$ cat config.mk
export PLATFORM = sky130hd
export DESIGN_NAME = ffba_table
export DESIGN_NICKNAME = d
export VERILOG_FILES = /design/src/rtl/core/assert_macros.svh /design/src/rtl/core/ffba_pkg.sv /design/src/rtl/core/ffba_table.sv
export SDC_FILE = /design/constraint.sdc
export NUM_CORES = 2
export LEC_CHECK = 0
export ABC_CLOCK_PERIOD_IN_PS = 8000
export BUFFER_PORTS_ARGS = -buffer_cell sky130_fd_sc_hd__buf_2
export CAP_MARGIN = 10
export CORE_AREA = 2 2 618 620
export DETAILED_ROUTE_END_ITERATION = 12
export DIE_AREA = 0 0 620 622
export PLACE_DENSITY_LB_ADDON = 0.15
export SYNTH_ARGS = -nofsm -noshare
export SYNTH_HDL_FRONTEND = slang
export SYNTH_SLANG_ARGS = --single-unit
$ cat constraint.sdc
create_clock -name clk -period 8 [get_ports clk]
set_input_delay 0.4 -clock clk [delete_from_list [all_inputs] [get_ports clk]]
set_output_delay 0.4 -clock clk [all_outputs]
set_load 0.01 [all_outputs]
$ cat src/rtl/core/assert_macros.svh
// assertion helpers shared by the rtl
`ifndef ASSERT_MACROS_SVH
`define ASSERT_MACROS_SVH

// checked only while out of reset
`define ASSERT_RST(name, prop, msg) \
	name: assert property (@(posedge clk) disable iff (!arst_n) prop) \
		else $error(msg);

// checked on every clock edge, reset included
`define ASSERT_ALWAYS(name, prop, msg) \
	name: assert property (@(posedge clk) prop) \
		else $error(msg);

`endif

$ cat src/rtl/core/ffba_pkg.sv
`default_nettype none

package ffba_pkg;

	localparam int DEFAULT_MAX_BLOCKS = 64;

	localparam int ADDR_W     = 32;
	localparam int SIZE_W     = 27;
	localparam int HDR_W      = 7;
	localparam int CNT_FLD_W  = 7;
	localparam int MD_FLD_W   = 13;
	localparam int MUL_STEPS  = 32;

	localparam logic [SIZE_W-1:0] SIZE_CAP        = 27'd100000000;
	localparam logic [ADDR_W-1:0] HEAP_LIMIT_RST  = 32'd1048576;
	localparam logic [HDR_W-1:0]  HEADER_RST      = 7'd32;

	typedef enum logic [1:0] {
		OP_ALLOC   = 2'd0,
		OP_FREE    = 2'd1,
		OP_REALLOC = 2'd2,
		OP_CALLOC  = 2'd3
	} opcode_t;

	typedef enum logic {
		CFG_HEAP_LIMIT   = 1'b0,
		CFG_HEADER_BYTES = 1'b1
	} cfg_reg_t;

	typedef enum logic [2:0] {
		S_IDLE,
		S_DECODE,
		S_MUL,
		S_SCAN,
		S_APPEND,
		S_COMMIT,
		S_RELEASE,
		S_DONE
	} state_t;

	typedef struct packed {
		logic [1:0]        opcode;
		logic [ADDR_W-1:0] request_size;
		logic [ADDR_W-1:0] element_count;
		logic [ADDR_W-1:0] block_address;
	} req_t;

	typedef struct packed {
		logic [ADDR_W-1:0]    result_address;
		logic                 success;
		logic [SIZE_W-1:0]    zero_fill_bytes;
		logic [ADDR_W-1:0]    move_source;
		logic [SIZE_W-1:0]    move_bytes;
		logic [CNT_FLD_W-1:0] free_blocks;
		logic [ADDR_W-1:0]    free_bytes;
		logic [CNT_FLD_W-1:0] total_blocks;
		logic [ADDR_W-1:0]    total_bytes;
		logic [MD_FLD_W-1:0]  metadata_bytes;
	} rsp_t;

	typedef struct packed {
		logic [ADDR_W-1:0] start;
		logic [SIZE_W-1:0] size;
		logic              free;
	} blk_entry_t;

	typedef struct packed {
		logic              done;
		logic              ovf;
		logic [SIZE_W-1:0] prod;
	} mul_res_t;

endpackage

`default_nettype wire

$ cat src/rtl/core/ffba_table.sv
`default_nettype none

module ffba_table #(
	parameter int DEPTH = ffba_pkg::DEFAULT_MAX_BLOCKS,
	localparam int IDX_W = $clog2(DEPTH)
) (
	input  wire logic                   clk,
	input  wire logic                   we,
	input  wire logic [IDX_W-1:0]       waddr,
	input  wire ffba_pkg::blk_entry_t   wdata,
	input  wire logic                   re,
	input  wire logic [IDX_W-1:0]       raddr,
	output ffba_pkg::blk_entry_t        rdata
);

	ffba_pkg::blk_entry_t mem [DEPTH];
	ffba_pkg::blk_entry_t rdata_q;

	always_ff @(posedge clk) begin
		if (we) begin
			mem[waddr] <= wdata;
		end
	end

	always_ff @(posedge clk) begin
		if (re) begin
			rdata_q <= mem[raddr];
		end
	end

	assign rdata = rdata_q;

endmodule

`default_nettype wire

==> flow_metrics.tcl <==
set metrics [dict create \
    status "finished clean" \
    min_to "mem[51][39]$_DFFE_PP_" \
    peakVddDrop_mv 0.183 \
    reg2reg_to "rdata[51]$_DFFE_PP_" \
    dr.pass1.iters 5 \
    arrival_ns 4.14 \
    cts_tree "built" \
    fin_crit_sh 0.449 \
    wl_um 447000 \
    max_stage_delay_ns 1.22 \
    ys_seq_area_frac 0.796 \
    core_area_mm2 0.378 \
    drive_gt1_frac 0.305 \
    utilization 0.444 \
    min_path_type "in -> reg" \
    grt_pass1_wl_um 609000 \
    vias 70546 \
    post_cts_resize_count 0 \
    final_nets 6589 \
    synthTopCellsByArea "edfxtp_1, mux4_2, o22ai_1" \
    setup_viol 0 \
    syn_area_per_cell_um2 24.1 \
    fin_skew_ns 0.0486 \
    dominantRegCellSynth "edfxtp_1" \
    maxSlewViolCount 0 \
    grt_overflow 0 \
    cts.sinks 3900 \
    yosysTopAreaCell "edfxtp_1" \
    die_x_um 620 \
    cp_slowest_cell "nor2_4" \
    numCtsBuffers 408 \
    globalplace.congestion 0.755 \
    antenna_found_initial 32 \
    ios 135 \
    drv_cap 0 \
    rows 226 \
    grt_pass1_vias 71848 \
    avgRoutedWirePerCell_um 37.7 \
    clock_latency_ns 0.97 \
    hold_violations 0 \
    netlist_area_mm2 0.147 \
    r2r-start "mem[14][51]$_DFFE_PP_" \
    power.static_leakage_nw 51.5 \
    tightest_slew_ns 1.33 \
    synth_nets 6168 \
    cp_top_family "simple AND/OR/NAND/NOR gates" \
    port_buffers 134 \
    place_hpwl_um 229000 \
    reg2regPathDepth 5 \
    power_density_mw_per_mm2 257 \
    ctsRootBufferMaster "clkbuf_16" \
    ys_async_sr_fraction 0 \
    crit_chain "dlygate4sd3_1, buf_2, nor2b_1, nand3_1, nor2_4, buf_4" \
    dieArea_mm2 0.386 \
    synth-seq-cells 3900 \
    min_from "waddr[2]" \
    fin_setup_tns_ns 0 \
    worstSetupPathType "in -> reg" \
    drtIter0Drc 8849 \
    synthCells 6093 \
    finalCriticalPeriod_ns 3.59 \
    path_max_fanout 22 \
    final_antenna_net_count 0 \
    slew_headroom 0.115 \
    critPathLaunchType "primary input" \
    grt_max_degree 123 \
    synth_edf_count 3900 \
    r2r_slack_ns 5.68 \
    ys_warn_count 0 \
    rsz0062_at_grt "no" \
    min_path_cells 3 \
    clockBufferDepth 4 \
    track_usage 0.230 \
    cts_max_level 5 \
    start_util 0.389 \
    synth.distinct_cells 35 \
    clk_pin_slew_ns 0.06 \
    dieHeight_um 622 \
    area_growth_pct 14.1 \
    critPathBufInv 3 \
    drc 0 \
    cts_setup_buffers 0 \
    cp-end-kind "register" \
    timing.fmax_mhz 279 \
    vias_per_cell 5.94 \
    yosys.area.top_type_share 0.796 \
    cp.required_ns 8.55 \
]
-- worst reg2reg max path, cell delays in order, from the launching register on --
cell and delay, ns:
edfxtp_1 0.36, mux4_2 0.45, mux2i_1 0.50, a21oi_1 0.15, a21oi_1 0.49, nor2_1 0.10
-- worst max path at each step --
stage	startpoint	endpoint	slack (ns)	cells past startpoint
4_1_cts	waddr[1]	mem[59][25]$_DFFE_PP_	4.55	7
2_1_floorplan	waddr[3]	mem[48][0]$_DFFE_PP_	2.47	4
3_5_place_dp	raddr[1]	rdata[7]$_DFFE_PP_	3.77	7
5_1_grt	waddr[1]	mem[13][16]$_DFFE_PP_	4.44	6
3_3_place_gp	raddr[1]	rdata[5]$_DFFE_PP_	3.80	8
6_report	waddr[1]	mem[13][9]$_DFFE_PP_	4.41	6
-- cell families after synthesis --
logic type	count (synthesis)	share of synthesized area
AND/OR/NAND/NOR	301	0.00863
flip-flops	3900	0.796
multiplexers	1149	0.167
AO/OA/AOI/OAI	402	0.0175
buffers and inverters	341	0.0107
-- cell type report --
class / instances / area (um^2)
antenna: 6 / 15.0
clock buffer: 500 / 10700
clock inverter: 245 / 2180
fill: 31826 / 210000
inverter: 1 / 8.76
multi-input combinational: 1852 / 29000
sequential: 3900 / 117000
tap: 5016 / 6280
timing repair buffer: 351 / 2660
-- synth_stat cells, types with 38 or more instances --
library cell / number
a21oi_1: 74
buf_2: 99
clkbuf_1: 170
edfxtp_1: 3900
mux2_2: 58
mux2i_1: 51
mux4_2: 1040
nand2_1: 68
nor2_1: 177
o21ai_0: 38
o221ai_1: 59
o22ai_1: 188
-- report_power, final --
group | internal, W | leakage, nW | switching [W]
clock | 0.0106 | 6.29 | 0.00788
combinational | 0.000717 | 10.1 | 0.00123
sequential | 0.0227 | 35.1 | 0.0000764
-- cells in the final DEF, fill, tap and decap left out, types with 5 or more instances in the layout --
master      instances
o22ai_1           188
clkinvlp_4          8
nand3_1             5
mux2_2             58
inv_6               9
clkbuf_1           85
buf_2             128
clkinv_1          114
a31oi_1            28
nand2b_2            5
o221a_2             9
nand2_1            65
nor2_4             62
clkinv_8            5
diode_2             6
edfxtp_1         3900
nand3b_1            5
nor2b_1             6
mux2i_1            51
clkbuf_16         415
a21oi_1            74
nor3_1             10
o21ai_0            38
buf_12             25
nor2_1            115
clkinv_2           68
mux4_2           1040
buf_4             193
bufinv_16          35
o221ai_1           59
-- what timing repair did --
item	CTS	global route
endpoints found under the hold margin	20	0
hold buffers	2	0
endpoints found under the setup margin	0	0
-- flip-flops by register name, indices dropped and copies added, names as in the netlist --
| name | cells |
|---|---|
| mem | 3840 |
| rdata | 60 |
-- through the flow --
step	cells	hold slack, ns	power [W]	area [um^2]	setup slack (ns)
floorplan	6093	0.499	0.0242	147000	2.47
global placement	11118	0.902	0.0251	155000	3.80
detailed placement	11118	0.886	0.0252	155000	3.77
CTS	11865	0.0553	0.0436	168000	4.55
global route	11866	0.115	0.0445	168000	4.44
finish	11871	0.133	0.0432	168000	4.41
-- per-layer routing --
metal,track usage,vias up,part of all wire
met5,0,-,0.00029
met4,0.0456,22,0.020
met3,0.0362,579,0.068
met2,0.378,2782,0.49
met1,0.327,39879,0.42
li1,-,27284,-
Power figures use the tool's default switching activity.
