File: src/rtl/core/assert_macros.svh
// assertion helpers shared by the rtl
`ifndef ASSERT_MACROS_SVH
`define ASSERT_MACROS_SVH

// checked only while out of reset
`define ASSERT_RST(name, prop, msg) \
	name: assert property (@(posedge clk) disable iff (!arst_n) prop) \
		else $error(msg);

// checked on every clock edge, reset included
`define ASSERT_ALWAYS(name, prop, msg) \
	name: assert property (@(posedge clk) prop) \
		else $error(msg);

`endif

File: src/rtl/core/ffba_pkg.sv
`default_nettype none

package ffba_pkg;

	localparam int DEFAULT_MAX_BLOCKS = 64;

	localparam int ADDR_W     = 32;
	localparam int SIZE_W     = 27;
	localparam int HDR_W      = 7;
	localparam int CNT_FLD_W  = 7;
	localparam int MD_FLD_W   = 13;
	localparam int MUL_STEPS  = 32;

	localparam logic [SIZE_W-1:0] SIZE_CAP        = 27'd100000000;
	localparam logic [ADDR_W-1:0] HEAP_LIMIT_RST  = 32'd1048576;
	localparam logic [HDR_W-1:0]  HEADER_RST      = 7'd32;

	typedef enum logic [1:0] {
		OP_ALLOC   = 2'd0,
		OP_FREE    = 2'd1,
		OP_REALLOC = 2'd2,
		OP_CALLOC  = 2'd3
	} opcode_t;

	typedef enum logic {
		CFG_HEAP_LIMIT   = 1'b0,
		CFG_HEADER_BYTES = 1'b1
	} cfg_reg_t;

	typedef enum logic [2:0] {
		S_IDLE,
		S_DECODE,
		S_MUL,
		S_SCAN,
		S_APPEND,
		S_COMMIT,
		S_RELEASE,
		S_DONE
	} state_t;

	typedef struct packed {
		logic [1:0]        opcode;
		logic [ADDR_W-1:0] request_size;
		logic [ADDR_W-1:0] element_count;
		logic [ADDR_W-1:0] block_address;
	} req_t;

	typedef struct packed {
		logic [ADDR_W-1:0]    result_address;
		logic                 success;
		logic [SIZE_W-1:0]    zero_fill_bytes;
		logic [ADDR_W-1:0]    move_source;
		logic [SIZE_W-1:0]    move_bytes;
		logic [CNT_FLD_W-1:0] free_blocks;
		logic [ADDR_W-1:0]    free_bytes;
		logic [CNT_FLD_W-1:0] total_blocks;
		logic [ADDR_W-1:0]    total_bytes;
		logic [MD_FLD_W-1:0]  metadata_bytes;
	} rsp_t;

	typedef struct packed {
		logic [ADDR_W-1:0] start;
		logic [SIZE_W-1:0] size;
		logic              free;
	} blk_entry_t;

	typedef struct packed {
		logic              done;
		logic              ovf;
		logic [SIZE_W-1:0] prod;
	} mul_res_t;

endpackage

`default_nettype wire

File: src/rtl/core/ffba_mul.sv
`default_nettype none

module ffba_mul (
	input  wire logic                          clk,
	input  wire logic                          arst_n,
	input  wire logic                          start,
	input  wire logic [ffba_pkg::SIZE_W-1:0]   multiplicand,
	input  wire logic [ffba_pkg::ADDR_W-1:0]   multiplier,
	output ffba_pkg::mul_res_t                 res
);

	localparam int STEP_W = $clog2(ffba_pkg::MUL_STEPS);
	localparam int SUM_W  = ffba_pkg::SIZE_W + 2;

	logic                          busy_q;
	logic                          done_q;
	logic                          ovf_q;
	logic [STEP_W-1:0]             step_q;
	logic [ffba_pkg::SIZE_W-1:0]   a_q;
	logic [ffba_pkg::ADDR_W-1:0]   b_q;
	logic [ffba_pkg::SIZE_W-1:0]   acc_q;
	logic [SUM_W-1:0]              sum;

	// horner step, msb of the multiplier first
	always_comb begin
		sum = {1'b0, acc_q, 1'b0};
		if (b_q[ffba_pkg::ADDR_W-1]) begin
			sum = sum + SUM_W'(a_q);
		end
	end

	always_ff @(posedge clk or negedge arst_n) begin
		if (!arst_n) begin
			busy_q <= 1'b0;
			done_q <= 1'b0;
		end else begin
			done_q <= 1'b0;
			if (start) begin
				busy_q <= 1'b1;
			end else if (busy_q && step_q == STEP_W'(ffba_pkg::MUL_STEPS - 1)) begin
				busy_q <= 1'b0;
				done_q <= 1'b1;
			end
		end
	end

	always_ff @(posedge clk) begin
		if (start) begin
			a_q    <= multiplicand;
			b_q    <= multiplier;
			acc_q  <= '0;
			ovf_q  <= 1'b0;
			step_q <= '0;
		end else if (busy_q) begin
			b_q    <= {b_q[ffba_pkg::ADDR_W-2:0], 1'b0};
			acc_q  <= sum[ffba_pkg::SIZE_W-1:0];
			step_q <= step_q + 1'b1;
			if (sum > SUM_W'(ffba_pkg::SIZE_CAP)) begin
				ovf_q <= 1'b1;
			end
		end
	end

	assign res.done = done_q;
	assign res.ovf  = ovf_q;
	assign res.prod = acc_q;

endmodule

`default_nettype wire

File: config.mk
export PLATFORM = sky130hd
export DESIGN_NAME = ffba_mul
export DESIGN_NICKNAME = d
export VERILOG_FILES = /design/src/rtl/core/assert_macros.svh /design/src/rtl/core/ffba_pkg.sv /design/src/rtl/core/ffba_mul.sv
export SDC_FILE = /design/constraint.sdc
export NUM_CORES = 1
export LEC_CHECK = 0
export ABC_AREA = 1
export BUFFER_PORTS_ARGS = -buffer_cell sky130_fd_sc_hd__buf_2
export CORE_MARGIN = 4
export CORE_UTILIZATION = 40
export DETAILED_ROUTE_END_ITERATION = 16
export REMOVE_ABC_BUFFERS = 1
export SKIP_CTS_REPAIR_TIMING = 1
export SYNTH_ARGS = -nofsm -noshare
export SYNTH_HDL_FRONTEND = slang
export SYNTH_SLANG_ARGS = --single-unit
File: constraint.sdc
create_clock -name clk -period 6.3 [get_ports clk]
set_input_delay 0 -clock clk [delete_from_list [all_inputs] [get_ports clk]]
set_output_delay 0 -clock clk [all_outputs]
set_load 0.02 [all_outputs]
==> flow_summary.json <==
{
  "status": "complete, no violations",
  "antenna_found_initial": 0,
  "ys_warn_count": 0,
  "netlist_area_um2": 5910,
  "crit_start": "busy_q$_DFFE_PN0P_",
  "drc": 0,
  "num-fill-cells": 1451,
  "max_freq_mhz": 310,
  "slowest_stage": "nor2_1",
  "crit_required_ps": 6600,
  "row_count": 44,
  "grt_pass1_wl_um": 25000,
  "num_vias": 5555,
  "start_util": 0.408,
  "die_x_um": 130,
  "r2r_cells": 5,
  "dpl.hpwl_um": 11300,
  "drt-met1-wl_um": 7620,
  "antenna_cells": 0,
  "antenna_left": 0,
  "relSlewSlack": 0.239,
  "area_growth_pct": 25.7,
  "cp-start-kind": "flop",
  "avgSynthCellArea_um2": 6.98,
  "cp_common_cell": "clkinv_1",
  "tightestPinTransition_ps": 1140,
  "yosysTopAreaCell": "edfxtp_1",
  "numPortBuffers": 90,
  "worstSetupEndpointType": "flop",
  "synth_cell_types": 29,
  "synth_edf_count": 59,
  "yosysSeqAreaShare": 0.420,
  "min_from": "start",
  "setup_violations": 0,
  "cp_top_family": "buffers and inverters",
  "chipHeight_um": 130,
  "grt_max_degree": 63,
  "placed_area_um2": 6520,
  "cts_buffer_depth": 2,
  "p_per_area_nw_per_um2": 252,
  "core_um2": 14500,
  "utilization": 0.513,
  "worst_path_largest_cell_delay_ps": 880,
  "die_area_um2": 16800,
  "dr_wl_met2_um": 7310,
  "crit_path_max_fanout": 19,
  "avgViaCountPerCell": 4.71,
  "criticalPathCategory": "flop to flop",
  "synth.most_common_cell": "nand2_1",
  "cp.depth": 5,
  "rsz0062_at_grt": "no",
  "worstPathCellList": "clkinv_1 -> nor2_1 -> clkinv_1 -> a21oi_1 -> a31o_2",
  "wl_per_cell_um": 13.6,
  "io-pin-count": 91,
  "dr_wl_met3_um": 919,
  "synth_area_leaders": "edfxtp_1, nand2_1, dfxtp_1",
  "multi_input_area_um2": 2860,
  "layout_min_cycle_time_ps": 3230,
  "routed_wl_um": 16100,
  "regArea_um2": 2480,
  "grt.overflow.total": 0,
  "maxCapViolations": 0,
  "clkTransAtPathRegs_ps": 70,
  "synth_common_cells": "nand2_1, inv_1, nand3_1, edfxtp_1, nor2_1",
  "grt_pass1_vias": 5062,
  "drv_slew": 0,
  "synth_seq_cells": 94,
  "r2r_start": "busy_q$_DFFE_PN0P_",
  "place_congestion": 0.896,
  "crit_buf_inv": 2,
  "layout.nets": 1081,
  "synth_top_area_share": 0.300,
  "arrival_ps": 3530,
  "dr.pass1.iters": 5,
  "fin_setup_tns_ps": 0,
  "ys_async_sr_fraction": 0.0213,
  "synth_ff_type": "edfxtp_1",
  "grtUsageTotal": 0.191,
  "drive_gt1_frac": 0.143,
  "hp-class": "input port to flop",
  "cts.sinks": 94,
  "hold_viol": 0,
  "routed.top_layer": "met4",
  "ir_worst_vdd_mv": 0.177,
  "hold_depth": 4,
  "ctsRootBufferMaster": "clkbuf_16",
  "clock_latency_ps": 360,
  "syn_inst": 846,
  "final.period_utilization": 0.512,
  "drt_iter0_drc": 298,
  "tritoncts": "done",
  "clock_skew_ps": 8.22,
  "htree_levels": 3,
  "final_area_um2": 7430,
  "power_leakage_nw": 3.86,
  "numCtsBuffers": 9
}
-- final cells by class --
type	instances	share of cell area
multi-input combinational	605	0.385
inverter	126	0.0637
clock inverter	6	0.00927
sequential	94	0.334
tap	184	0.0310
clock buffer	10	0.0308
timing repair buffer	154	0.146
-- per-layer routing --
metal	vias up	track usage
met2	136	0.310
li1	2972	-
met1	2429	0.257
met4	0	0.0471
met5	-	0
met3	18	0.0474
-- worst register-to-register path: stages (launching register included) --
cell and delay [ps]:
dfrtp_1 410, clkinv_1 600, nor2_1 890, clkinv_1 810
a21oi_1 330, a31o_2 130
-- worst paths after layout --
| kind | to | slack (ps) |
|---|---|---|
| worst min-delay path | step_q[4]$_SDFFE_PP0P_ | 170 |
| worst max register to register | acc_q[5]$_SDFFE_PP0P_ | 3070 |
| worst min register to register | ovf_q$_SDFFE_PP0P_ | 460 |
| worst max-delay path | acc_q[5]$_SDFFE_PP0P_ | 3070 |
| min in group asynchronous | done_q$_DFF_PN0_ | 530 |
| max in group asynchronous | busy_q$_DFFE_PN0P_ | 5650 |
-- layout by cell type, fill, tap and decap left out, types with 8 or more instances in the layout --
cell	n
buf_2	90
o22ai_1	11
a21oi_1	18
nand4_1	9
dlygate4sd3_1	61
edfxtp_1	59
nand2_1	360
nand2_2	9
dfxtp_1	33
inv_1	116
o21ai_0	25
nor2_2	8
ha_1	28
nor2_1	42
clkbuf_16	9
nand3_1	67
-- registers in the layout, summed over array words and instances (netlist names) --
| signal | count |
|---|---|
| a_q | 27 |
| acc_q | 27 |
| ovf_q | 1 |
| done_q | 1 |
| step_q | 5 |
| busy_q | 1 |
| b_q | 32 |
-- power breakdown --
group | switching (W) | internal [W]
Sequential | 0.0000327 | 0.000714
Combinational | 0.000357 | 0.000201
Clock | 0.000256 | 0.000313
Total | 0.000645 | 0.00123
-- through the flow --
stage	hold slack, ps	setup slack, ps	std cells	power, W
floorplan	-296	3820	825	0.00113
global placement	-211	3150	1102	0.00128
detailed placement	-211	2990	1102	0.00129
CTS	-592	2960	1118	0.00186
global route	216	2800	1179	0.00199
finish	171	3070	1179	0.00187
-- cells by family (layout without fill, tap and decap cells) --
family / count (synthesis) / in the layout / share of synthesized area
compound gates: 63 / 63 / 0.0597
fa+ha+maj: 29 / 29 / 0.0627
buf+inv: 147 / 296 / 0.0960
flops: 94 / 94 / 0.420
simple gates: 513 / 513 / 0.361
No activity file was read; power rests on OpenSTA's default activity.
